===== config.mk =====
export PLATFORM = sky130hd
export DESIGN_NAME = ready_list_deadline_scheduler
export DESIGN_NICKNAME = d
export VERILOG_FILES = /design/src/rtl/rlds_pkg.sv /design/src/rtl/ready_list_deadline_scheduler.sv /design/src/rtl/rlds_front.sv /design/src/rtl/rlds_queue.sv /design/src/rtl/rlds_back.sv
export SDC_FILE = /design/constraint.sdc
export NUM_CORES = 1
export LEC_CHECK = 0
export BUFFER_PORTS_ARGS = -buffer_cell sky130_fd_sc_hd__buf_2
export CORE_MARGIN = 10
export CORE_UTILIZATION = 58
export DETAILED_ROUTE_END_ITERATION = 8
export HOLD_SLACK_MARGIN = 0.02
export PLACE_DENSITY = 0.86
export SLEW_MARGIN = 10
export SYNTH_ARGS = -nofsm -noshare
export SYNTH_HDL_FRONTEND = slang
export SYNTH_SLANG_ARGS = --single-unit

===== constraint.sdc =====
create_clock -name clk -period 10.4 [get_ports clk]
set_clock_uncertainty 0.05 [all_clocks]
set_input_delay 0.52 -clock clk [delete_from_list [all_inputs] [get_ports clk]]
set_output_delay 0.52 -clock clk [all_outputs]
set_load 0.02 [all_outputs]

===== src/rtl/rlds_pkg.sv =====
// Shared constants, codes and types of the ready-list deadline scheduler.
package rlds_pkg;

  localparam int LIST_DEPTH = 16;
  localparam int SLOT_W = $clog2(LIST_DEPTH);
  localparam int CNT_W = $clog2(LIST_DEPTH + 1);

  localparam int ID_W = 8;
  localparam int DL_W = 16;
  localparam int RSLOT_W = 4;
  localparam int OUT_SLOT_W = 4;
  localparam int OUT_CNT_W = 5;

  typedef enum logic [1:0] {
    ACT_INSERT = 2'd0,
    ACT_REMOVE = 2'd1,
    ACT_NEXT   = 2'd2,
    ACT_PICK   = 2'd3
  } action_t;

  typedef enum logic [1:0] {
    ST_OK      = 2'd0,
    ST_FULL    = 2'd1,
    ST_BADSLOT = 2'd2,
    ST_NOSLACK = 2'd3
  } status_t;

  typedef struct packed {
    action_t             op;
    logic [ID_W-1:0]     id;
    logic [DL_W-1:0]     dl;
    logic [RSLOT_W-1:0]  rslot;
    logic [DL_W-1:0]     now;
  } cmd_t;

  typedef struct packed {
    logic [ID_W-1:0] id;
    logic [DL_W-1:0] dl;
  } entry_t;

endpackage


===== src/rtl/ready_list_deadline_scheduler.sv =====
// Top level of the ready-list deadline scheduler.
//
// Each input transfer (action, new_task_id, new_deadline, remove_slot,
// now_time) yields exactly one output transfer (selected_slot,
// selected_task_id, selected_deadline, entry_count, status), in order.
// Both channels move a transfer at a clock edge where valid is high and
// stall is low.
// An input stage registers and decodes each transfer and hands it through
// a two-entry queue to the list engine, which walks the 16-entry list one
// entry per cycle over a single read port.
// Insert moves the entries from its slot to the list end up by one and
// writes the new entry into the slot, remove moves the entries above
// remove_slot down by one, and deadline pick scans every entry; round-robin
// and any action that ends in an error go straight to readout.
// Reset clears the list count, the current slot and all valid flags; list
// contents are not cleared and need no clearing pass.
// While the output is stalled, the result holds and the engine takes no
// new command; the queue and input stage fill and then stall the input.
module ready_list_deadline_scheduler
  import rlds_pkg::*;
(
  input  logic                  clk,
  input  logic                  rst,
  input  logic                  in_valid,
  output logic                  in_stall,
  input  logic [1:0]            action,
  input  logic [ID_W-1:0]       new_task_id,
  input  logic [DL_W-1:0]       new_deadline,
  input  logic [RSLOT_W-1:0]    remove_slot,
  input  logic [DL_W-1:0]       now_time,
  output logic                  out_valid,
  input  logic                  out_stall,
  output logic [OUT_SLOT_W-1:0] selected_slot,
  output logic [ID_W-1:0]       selected_task_id,
  output logic [DL_W-1:0]       selected_deadline,
  output logic [OUT_CNT_W-1:0]  entry_count,
  output logic [1:0]            status
);

  logic push;
  cmd_t push_cmd;
  logic q_full;
  logic q_pop;
  logic q_nonempty;
  cmd_t q_cmd;

  rlds_front u_front (
    .clk          (clk),
    .rst          (rst),
    .in_valid     (in_valid),
    .in_stall     (in_stall),
    .action       (action),
    .new_task_id  (new_task_id),
    .new_deadline (new_deadline),
    .remove_slot  (remove_slot),
    .now_time     (now_time),
    .cmd_valid    (push),
    .cmd          (push_cmd),
    .cmd_full     (q_full)
  );

  rlds_queue u_queue (
    .clk       (clk),
    .rst       (rst),
    .push      (push),
    .push_data (push_cmd),
    .full      (q_full),
    .pop       (q_pop),
    .nonempty  (q_nonempty),
    .pop_data  (q_cmd)
  );

  rlds_back u_back (
    .clk               (clk),
    .rst               (rst),
    .cmd_avail         (q_nonempty),
    .cmd_in            (q_cmd),
    .cmd_pop           (q_pop),
    .out_valid         (out_valid),
    .out_stall         (out_stall),
    .selected_slot     (selected_slot),
    .selected_task_id  (selected_task_id),
    .selected_deadline (selected_deadline),
    .entry_count       (entry_count),
    .status            (status)
  );

endmodule


===== src/rtl/rlds_front.sv =====
// Input stage: registers each transfer and decodes it into a command.
module rlds_front
  import rlds_pkg::*;
(
  input  logic               clk,
  input  logic               rst,
  input  logic               in_valid,
  output logic               in_stall,
  input  logic [1:0]         action,
  input  logic [ID_W-1:0]    new_task_id,
  input  logic [DL_W-1:0]    new_deadline,
  input  logic [RSLOT_W-1:0] remove_slot,
  input  logic [DL_W-1:0]    now_time,
  output logic               cmd_valid,
  output cmd_t               cmd,
  input  logic               cmd_full
);

  logic fvalid;
  cmd_t fcmd;
  cmd_t decoded;
  logic push;

  assign push = fvalid && !cmd_full;
  assign in_stall = fvalid && cmd_full;
  assign cmd_valid = push;
  assign cmd = fcmd;

  always_comb begin
    decoded = '0;
    decoded.op = action_t'(action);
    case (action_t'(action))
      ACT_INSERT: begin
        decoded.id = new_task_id;
        decoded.dl = new_deadline;
      end
      ACT_REMOVE: decoded.rslot = remove_slot;
      ACT_PICK: decoded.now = now_time;
      default: decoded.op = ACT_NEXT;
    endcase
  end

  always_ff @(posedge clk) begin
    if (rst) begin
      fvalid <= 1'b0;
    end else if (!fvalid || push) begin
      fvalid <= in_valid;
    end
  end

  always_ff @(posedge clk) begin
    if (in_valid && !in_stall) begin
      fcmd <= decoded;
    end
  end

endmodule


===== src/rtl/rlds_queue.sv =====
// Two-entry command queue between the input stage and the list engine.
module rlds_queue
  import rlds_pkg::*;
(
  input  logic clk,
  input  logic rst,
  input  logic push,
  input  cmd_t push_data,
  output logic full,
  input  logic pop,
  output logic nonempty,
  output cmd_t pop_data
);

  cmd_t slots [2];
  logic wptr;
  logic rptr;
  logic [1:0] fill;

  assign full = fill == 2'd2;
  assign nonempty = fill != 2'd0;
  assign pop_data = slots[rptr];

  always_ff @(posedge clk) begin
    if (rst) begin
      wptr <= 1'b0;
      rptr <= 1'b0;
      fill <= 2'd0;
    end else begin
      if (push) begin
        wptr <= !wptr;
      end
      if (pop) begin
        rptr <= !rptr;
      end
      if (push && !pop) begin
        fill <= fill + 2'd1;
      end else if (pop && !push) begin
        fill <= fill - 2'd1;
      end
    end
  end

  always_ff @(posedge clk) begin
    if (push) begin
      slots[wptr] <= push_data;
    end
  end

endmodule


===== src/rtl/rlds_back.sv =====
// List engine: holds the ready list and walks it one entry per cycle.
module rlds_back
  import rlds_pkg::*;
(
  input  logic                  clk,
  input  logic                  rst,
  input  logic                  cmd_avail,
  input  cmd_t                  cmd_in,
  output logic                  cmd_pop,
  output logic                  out_valid,
  input  logic                  out_stall,
  output logic [OUT_SLOT_W-1:0] selected_slot,
  output logic [ID_W-1:0]       selected_task_id,
  output logic [DL_W-1:0]       selected_deadline,
  output logic [OUT_CNT_W-1:0]  entry_count,
  output logic [1:0]            status
);

  typedef enum logic [2:0] {
    S_IDLE,
    S_INS,
    S_REM,
    S_SCAN,
    S_READ
  } state_t;

  state_t state;
  entry_t list_mem [LIST_DEPTH];
  cmd_t cmd;
  logic [CNT_W-1:0] count;
  logic [CNT_W-1:0] cur;
  logic [CNT_W-1:0] idx;
  logic [CNT_W-1:0] pos;
  logic [CNT_W-1:0] sel;
  logic [CNT_W-1:0] best;
  logic [DL_W-1:0] best_dl;
  logic found;
  status_t stat;

  logic out_free;
  logic [CNT_W-1:0] pos_next;
  logic [CNT_W-1:0] rr_next;
  logic [SLOT_W-1:0] raddr;
  entry_t rd;
  logic hit;
  logic [CNT_W-1:0] best_fin;
  logic found_fin;
  logic wr_en;
  logic [SLOT_W-1:0] waddr;
  entry_t wdata;

  assign out_free = !out_valid || !out_stall;
  assign cmd_pop = (state == S_IDLE) && cmd_avail && out_free;
  assign pos_next = (cur > count) ? count : cur;
  assign rr_next = (cur + CNT_W'(1) >= count) ? '0 : cur + CNT_W'(1);

  always_comb begin
    case (state)
      S_INS: raddr = SLOT_W'(idx - CNT_W'(1));
      S_REM: raddr = SLOT_W'(idx + CNT_W'(1));
      S_SCAN: raddr = SLOT_W'(idx);
      default: raddr = SLOT_W'(sel);
    endcase
  end

  assign rd = list_mem[raddr];
  assign hit = (rd.dl > cmd.now) && (!found || rd.dl < best_dl);
  assign best_fin = hit ? idx : best;
  assign found_fin = found || hit;

  always_comb begin
    wr_en = 1'b0;
    waddr = SLOT_W'(idx);
    wdata = rd;
    if (state == S_INS) begin
      wr_en = 1'b1;
      if (idx <= pos) begin
        waddr = SLOT_W'(pos);
        wdata.id = cmd.id;
        wdata.dl = cmd.dl;
      end
    end else if (state == S_REM) begin
      wr_en = idx + CNT_W'(1) < count;
    end
  end

  always_ff @(posedge clk) begin
    if (wr_en) begin
      list_mem[waddr] <= wdata;
    end
  end

  always_ff @(posedge clk) begin
    if (rst) begin
      state <= S_IDLE;
      count <= '0;
      cur <= '0;
      out_valid <= 1'b0;
    end else begin
      if (out_valid && !out_stall) begin
        out_valid <= 1'b0;
      end
      case (state)
        S_IDLE: begin
          if (cmd_pop) begin
            cmd <= cmd_in;
            sel <= cur;
            stat <= ST_OK;
            found <= 1'b0;
            best <= '0;
            idx <= '0;
            state <= S_READ;
            case (cmd_in.op)
              ACT_INSERT: begin
                if (count >= CNT_W'(LIST_DEPTH)) begin
                  stat <= ST_FULL;
                end else begin
                  pos <= pos_next;
                  idx <= count;
                  state <= S_INS;
                end
              end
              ACT_REMOVE: begin
                if (count == '0 || CNT_W'(cmd_in.rslot) >= count) begin
                  stat <= ST_BADSLOT;
                end else begin
                  idx <= CNT_W'(cmd_in.rslot);
                  state <= S_REM;
                end
              end
              default: begin
                if (count == '0) begin
                  cur <= '0;
                  sel <= '0;
                  stat <= ST_BADSLOT;
                end else if (cmd_in.op == ACT_NEXT) begin
                  cur <= rr_next;
                  sel <= rr_next;
                end else begin
                  state <= S_SCAN;
                end
              end
            endcase
          end
        end
        S_INS: begin
          if (idx > pos) begin
            idx <= idx - CNT_W'(1);
          end else begin
            count <= count + CNT_W'(1);
            cur <= pos + CNT_W'(1);
            sel <= pos + CNT_W'(1);
            state <= S_READ;
          end
        end
        S_REM: begin
          if (idx + CNT_W'(1) < count) begin
            idx <= idx + CNT_W'(1);
          end else begin
            count <= count - CNT_W'(1);
            state <= S_READ;
          end
        end
        S_SCAN: begin
          if (hit) begin
            best <= idx;
            best_dl <= rd.dl;
            found <= 1'b1;
          end
          if (idx + CNT_W'(1) >= count) begin
            cur <= found_fin ? best_fin : '0;
            sel <= found_fin ? best_fin : '0;
            stat <= found_fin ? ST_OK : ST_NOSLACK;
            state <= S_READ;
          end else begin
            idx <= idx + CNT_W'(1);
          end
        end
        S_READ: begin
          out_valid <= 1'b1;
          selected_slot <= OUT_SLOT_W'(sel);
          entry_count <= OUT_CNT_W'(count);
          status <= stat;
          if (sel < count) begin
            selected_task_id <= rd.id;
            selected_deadline <= rd.dl;
          end else begin
            selected_task_id <= '0;
            selected_deadline <= '0;
          end
          state <= S_IDLE;
        end
        default: state <= S_IDLE;
      endcase
    end
  end

  a_count_bound: assert property (@(posedge clk) disable iff (rst)
    count <= CNT_W'(LIST_DEPTH))
    else $error("entry count exceeds list depth");

  a_count_step: assert property (@(posedge clk) disable iff (rst)
    ##1 (count == $past(count) || count == $past(count) + CNT_W'(1) ||
         count + CNT_W'(1) == $past(count)))
    else $error("entry count moved by more than one");

  a_read_done: assert property (@(posedge clk) disable iff (rst)
    state == S_READ |=> state == S_IDLE && out_valid)
    else $error("result not loaded after readout");

  a_load_src: assert property (@(posedge clk) disable iff (rst)
    $rose(out_valid) |-> $past(state == S_READ))
    else $error("result loaded outside readout");

endmodule


==> metrics <==
Tot GR Track Use 0.2082; CTS tree yes; CTS root buf clkbuf_16; Final Slew Violations 0; most frequent cell after synthesis edfxtp_1; Setup CP Type flop to flop; Compound-Gate Fraction of Synth Area 0.07057; Post-Synth XOR/XNOR Area 0.006305; worst setup path endpoint u_back.best_dl[15]; Crit path top cell by count a21oi_1; maximum VDD drop roughly 0.5 mV; setup repair bufs after CTS 0; largest net degree at the start of global routing 149; CTS max path bufs 3; top_reg_cell synth edfxtp_1; gr ovfl total 0; CTS H-tree depth 2; period utilization 0.6902; layout cells sized above 1 0.2065; Reg2Reg Depth 19; synth unique cells 60; height of the die between 200 and 250 um; # diodes 0; mux cell area share after synthesis 0.1084; row cnt 80; worst-path cell chain inv_1 > ha_1 > mux2i_1 > o32ai_4 > buf_12 > mux2_2 > nor2_1 > a211oi_1 > a21oi_1 > a21oi_1 > ha_1 > a21o_1 > a21oi_1 > nor2b_1 > o21ai_0 > o21ai_0 > nor4b_1 > a31oi_4 > nor3_2; status complete, no violations; fmax about 140 MHz; Routed WL per cell between 20 and 25 um; Initial Utilization 0.5843; data required time of the critical path approximately 11000 ps; Worst Setup End Kind flop; CP startpoint u_back.idx[0]; Synth top area share 0.6874; gp weighted congestion a little over 0.9; dominant cell type by area after synthesis edfxtp_1; aggregate routed wire length 59.61 mm; placed instance count ~2500; # hold bufs at CTS 0; Hold Path Class primary input to flop; placeable core area 47550 sq um; first-pass iteration count of the detailed router 9; clock slew at reported path FFs roughly 70 ps; reg2reg setup slack about 3200 ps; final hold violations 0; #FFs+latches synth approximately 660; io pins 87; Leakage ~11 nW; Vias about 16000; Synth top cells by count 636 x edfxtp_1, 162 x mux2_2, 117 x mux2i_1; fraction of registers with async set/reset 0; CP max stage delay roughly 940 ps; worst-margin pin slew ~1200 ps; first-pass GRT wire length 91.98 mm; unrepaired setup endpoints after global routing false; Net Count, Synth slightly below 2000; PortBufs between 80 and 90; top cells by area, synth edfxtp_1 69%, mux2_2 6.6%, mux2i_1 4.2%; Post-DRT Antenna Nets 0; Post-Syn Instances between 1500 and 2000; Max Cap Viol 0; initial antenna violation count 0; main combinational cell family by area after synthesis multiplexers; Power Density around 360 nW/um^2; Fin Setup TNS 0 ps; Syn Area/Cell 15.29 sq um; area grow syn2layout 10.98%; Post-Synth Simple-Gate Area 0.05882; Post-CTS Resized 0; Critical Path AT 7350 ps; Final min period 7178 ps; EDFF count, synth 636; slowest CP cell nor3_2; Adder-Cell Fraction of Synth Area 0.03089; Mapped Area approximately 28000 sq um; starting DRC count in detailed routing 1664; Slew Limit Headroom 0.2123; largest fanout on the critical path 146; post-route insts no fill roughly 2600; Ys Warns 0; DR vias/cell around 6; CTS sink count between 600 and 700; DRC 0; RR Startpoint u_back.idx[0]; Clock Latency Late Sink around 620 ps; Die Wd 238.9 um; final setup violating endpoints 0; Die Footprint approximately 57000 sq um; Nets ~2000; Critical R2R Capture u_back.best_dl[15]; CTS Buf Count 59; Post-DP HPWL roughly 36 mm; vias in the first global route roughly 16000; part of the Yosys area used for sequential elements 0.7018; Worst Setup Start Kind flop
## worst min-delay path by stage
stage | slack, ps | cells past startpoint | startpoint | endpoint
after floorplan | 350 | 0 | u_back.stat[0] | u_back.status[0]
after global placement | 370 | 0 | u_front.cmd[18] | u_queue.slots[0][18]
after detailed placement | 360 | 0 | u_back.stat[1] | u_back.status[1]
after CTS | 90 | 3 | in_valid | u_front.fvalid
after global routing | 120 | 2 | new_deadline[15] | u_front.cmd[35]
final | 100 | 3 | in_valid | u_front.fvalid
## metrics by stage
stage	setup slack, ps	power (mW)	hold WS [ps]	instance area (sq um)	utilization
6_report	3222	11.13	104.1	30830	0.6485
3_3_place_gp	3769	8.736	373.2	28940	0.6087
3_5_place_dp	3424	8.957	356.6	28940	0.6087
5_1_grt	2925	11.69	120.9	30830	0.6485
4_1_cts	3399	11.07	87.96	30810	0.6481
2_1_floorplan	4473	7.649	350.3	27780	-
## per-layer routing
metal  GRT usage  vias to the layer above  share of wire
li1            -                     7123              -
met1      0.2688                     7768           0.40
met2      0.3520                      739           0.50
met3     0.02997                      136          0.072
met4     0.07922                        0          0.032
met5           0                        -              0
## power breakdown
| group | internal, mW | switching [mW] | total (mW) |
|---|---|---|---|
| clock network | 1.15 | 0.948 | 2.09 |
| logic | 1.57 | 3.14 | 4.71 |
| registers | 4.17 | 0.161 | 4.33 |
## critical path, delay by kind of cell, from the launching register on
kind	cells	cell delay, ps
buffers and inverters	2	710
muxes	2	520
AOI/OAI and AO/OA	9	2080
adders and majority gates	2	750
and+or+nand+nor	4	1700
DFF	1	690
## cell families (layout without fill, tap and decap cells)
group                      count (synthesis)  after routing
DFF                                      656            656
muxes                                    280            280
and+or+nand+nor                          336            336
buffers and inverters                    147            291
adders and majority gates                 68             68
AOI/OAI and AO/OA                        310            310
xor gates and xnor gates                  20             20
## placed cells by master, fill, tap and decap left out, drive strengths merged, types with 9 or more instances in the layout
cell type / netlist / layout
a211oi: 74 / 74
a21o: 15 / 15
mux2: 163 / 163
a21oi: 86 / 86
xnor2: 10 / 10
buf: 47 / 118
nor2b: 10 / 10
o22ai: 9 / 9
clkbuf: 39 / 74
edfxtp: 636 / 636
and3: 21 / 21
dfxtp: 20 / 20
mux2i: 117 / 117
nor2: 109 / 109
and2: 53 / 53
nand4: 11 / 11
nand2: 77 / 77
ha: 67 / 67
xor2: 10 / 10
inv: 61 / 65
clkinv: 0 / 27
nor3: 9 / 9
o21ai: 81 / 81
nand2b: 11 / 11
nand3: 13 / 13
## state kept, by name, summed over array words and instances, names as in the netlist, 8 cells and up, named ones only
name and cells:
u_back.list_mem 384, u_back.best_dl 16, u_back.selected_deadline 16, u_back.selected_task_id 8
u_front.cmd 46, u_queue.slots 92, u_back.cmd 40
## layout make-up
type / instances / area [sq um]
clock buffers: 74 / 1554
fillers: 3088 / 16710
inverters: 61 / 229.0
repair buffers: 118 / 708.2
well taps: 615 / 769.5
clock inverters: 38 / 319.1
flip-flops and latches: 656 / 19500
multi-input cells: 1014 / 7755
Note: power is estimated with default switching activity, not from simulation.
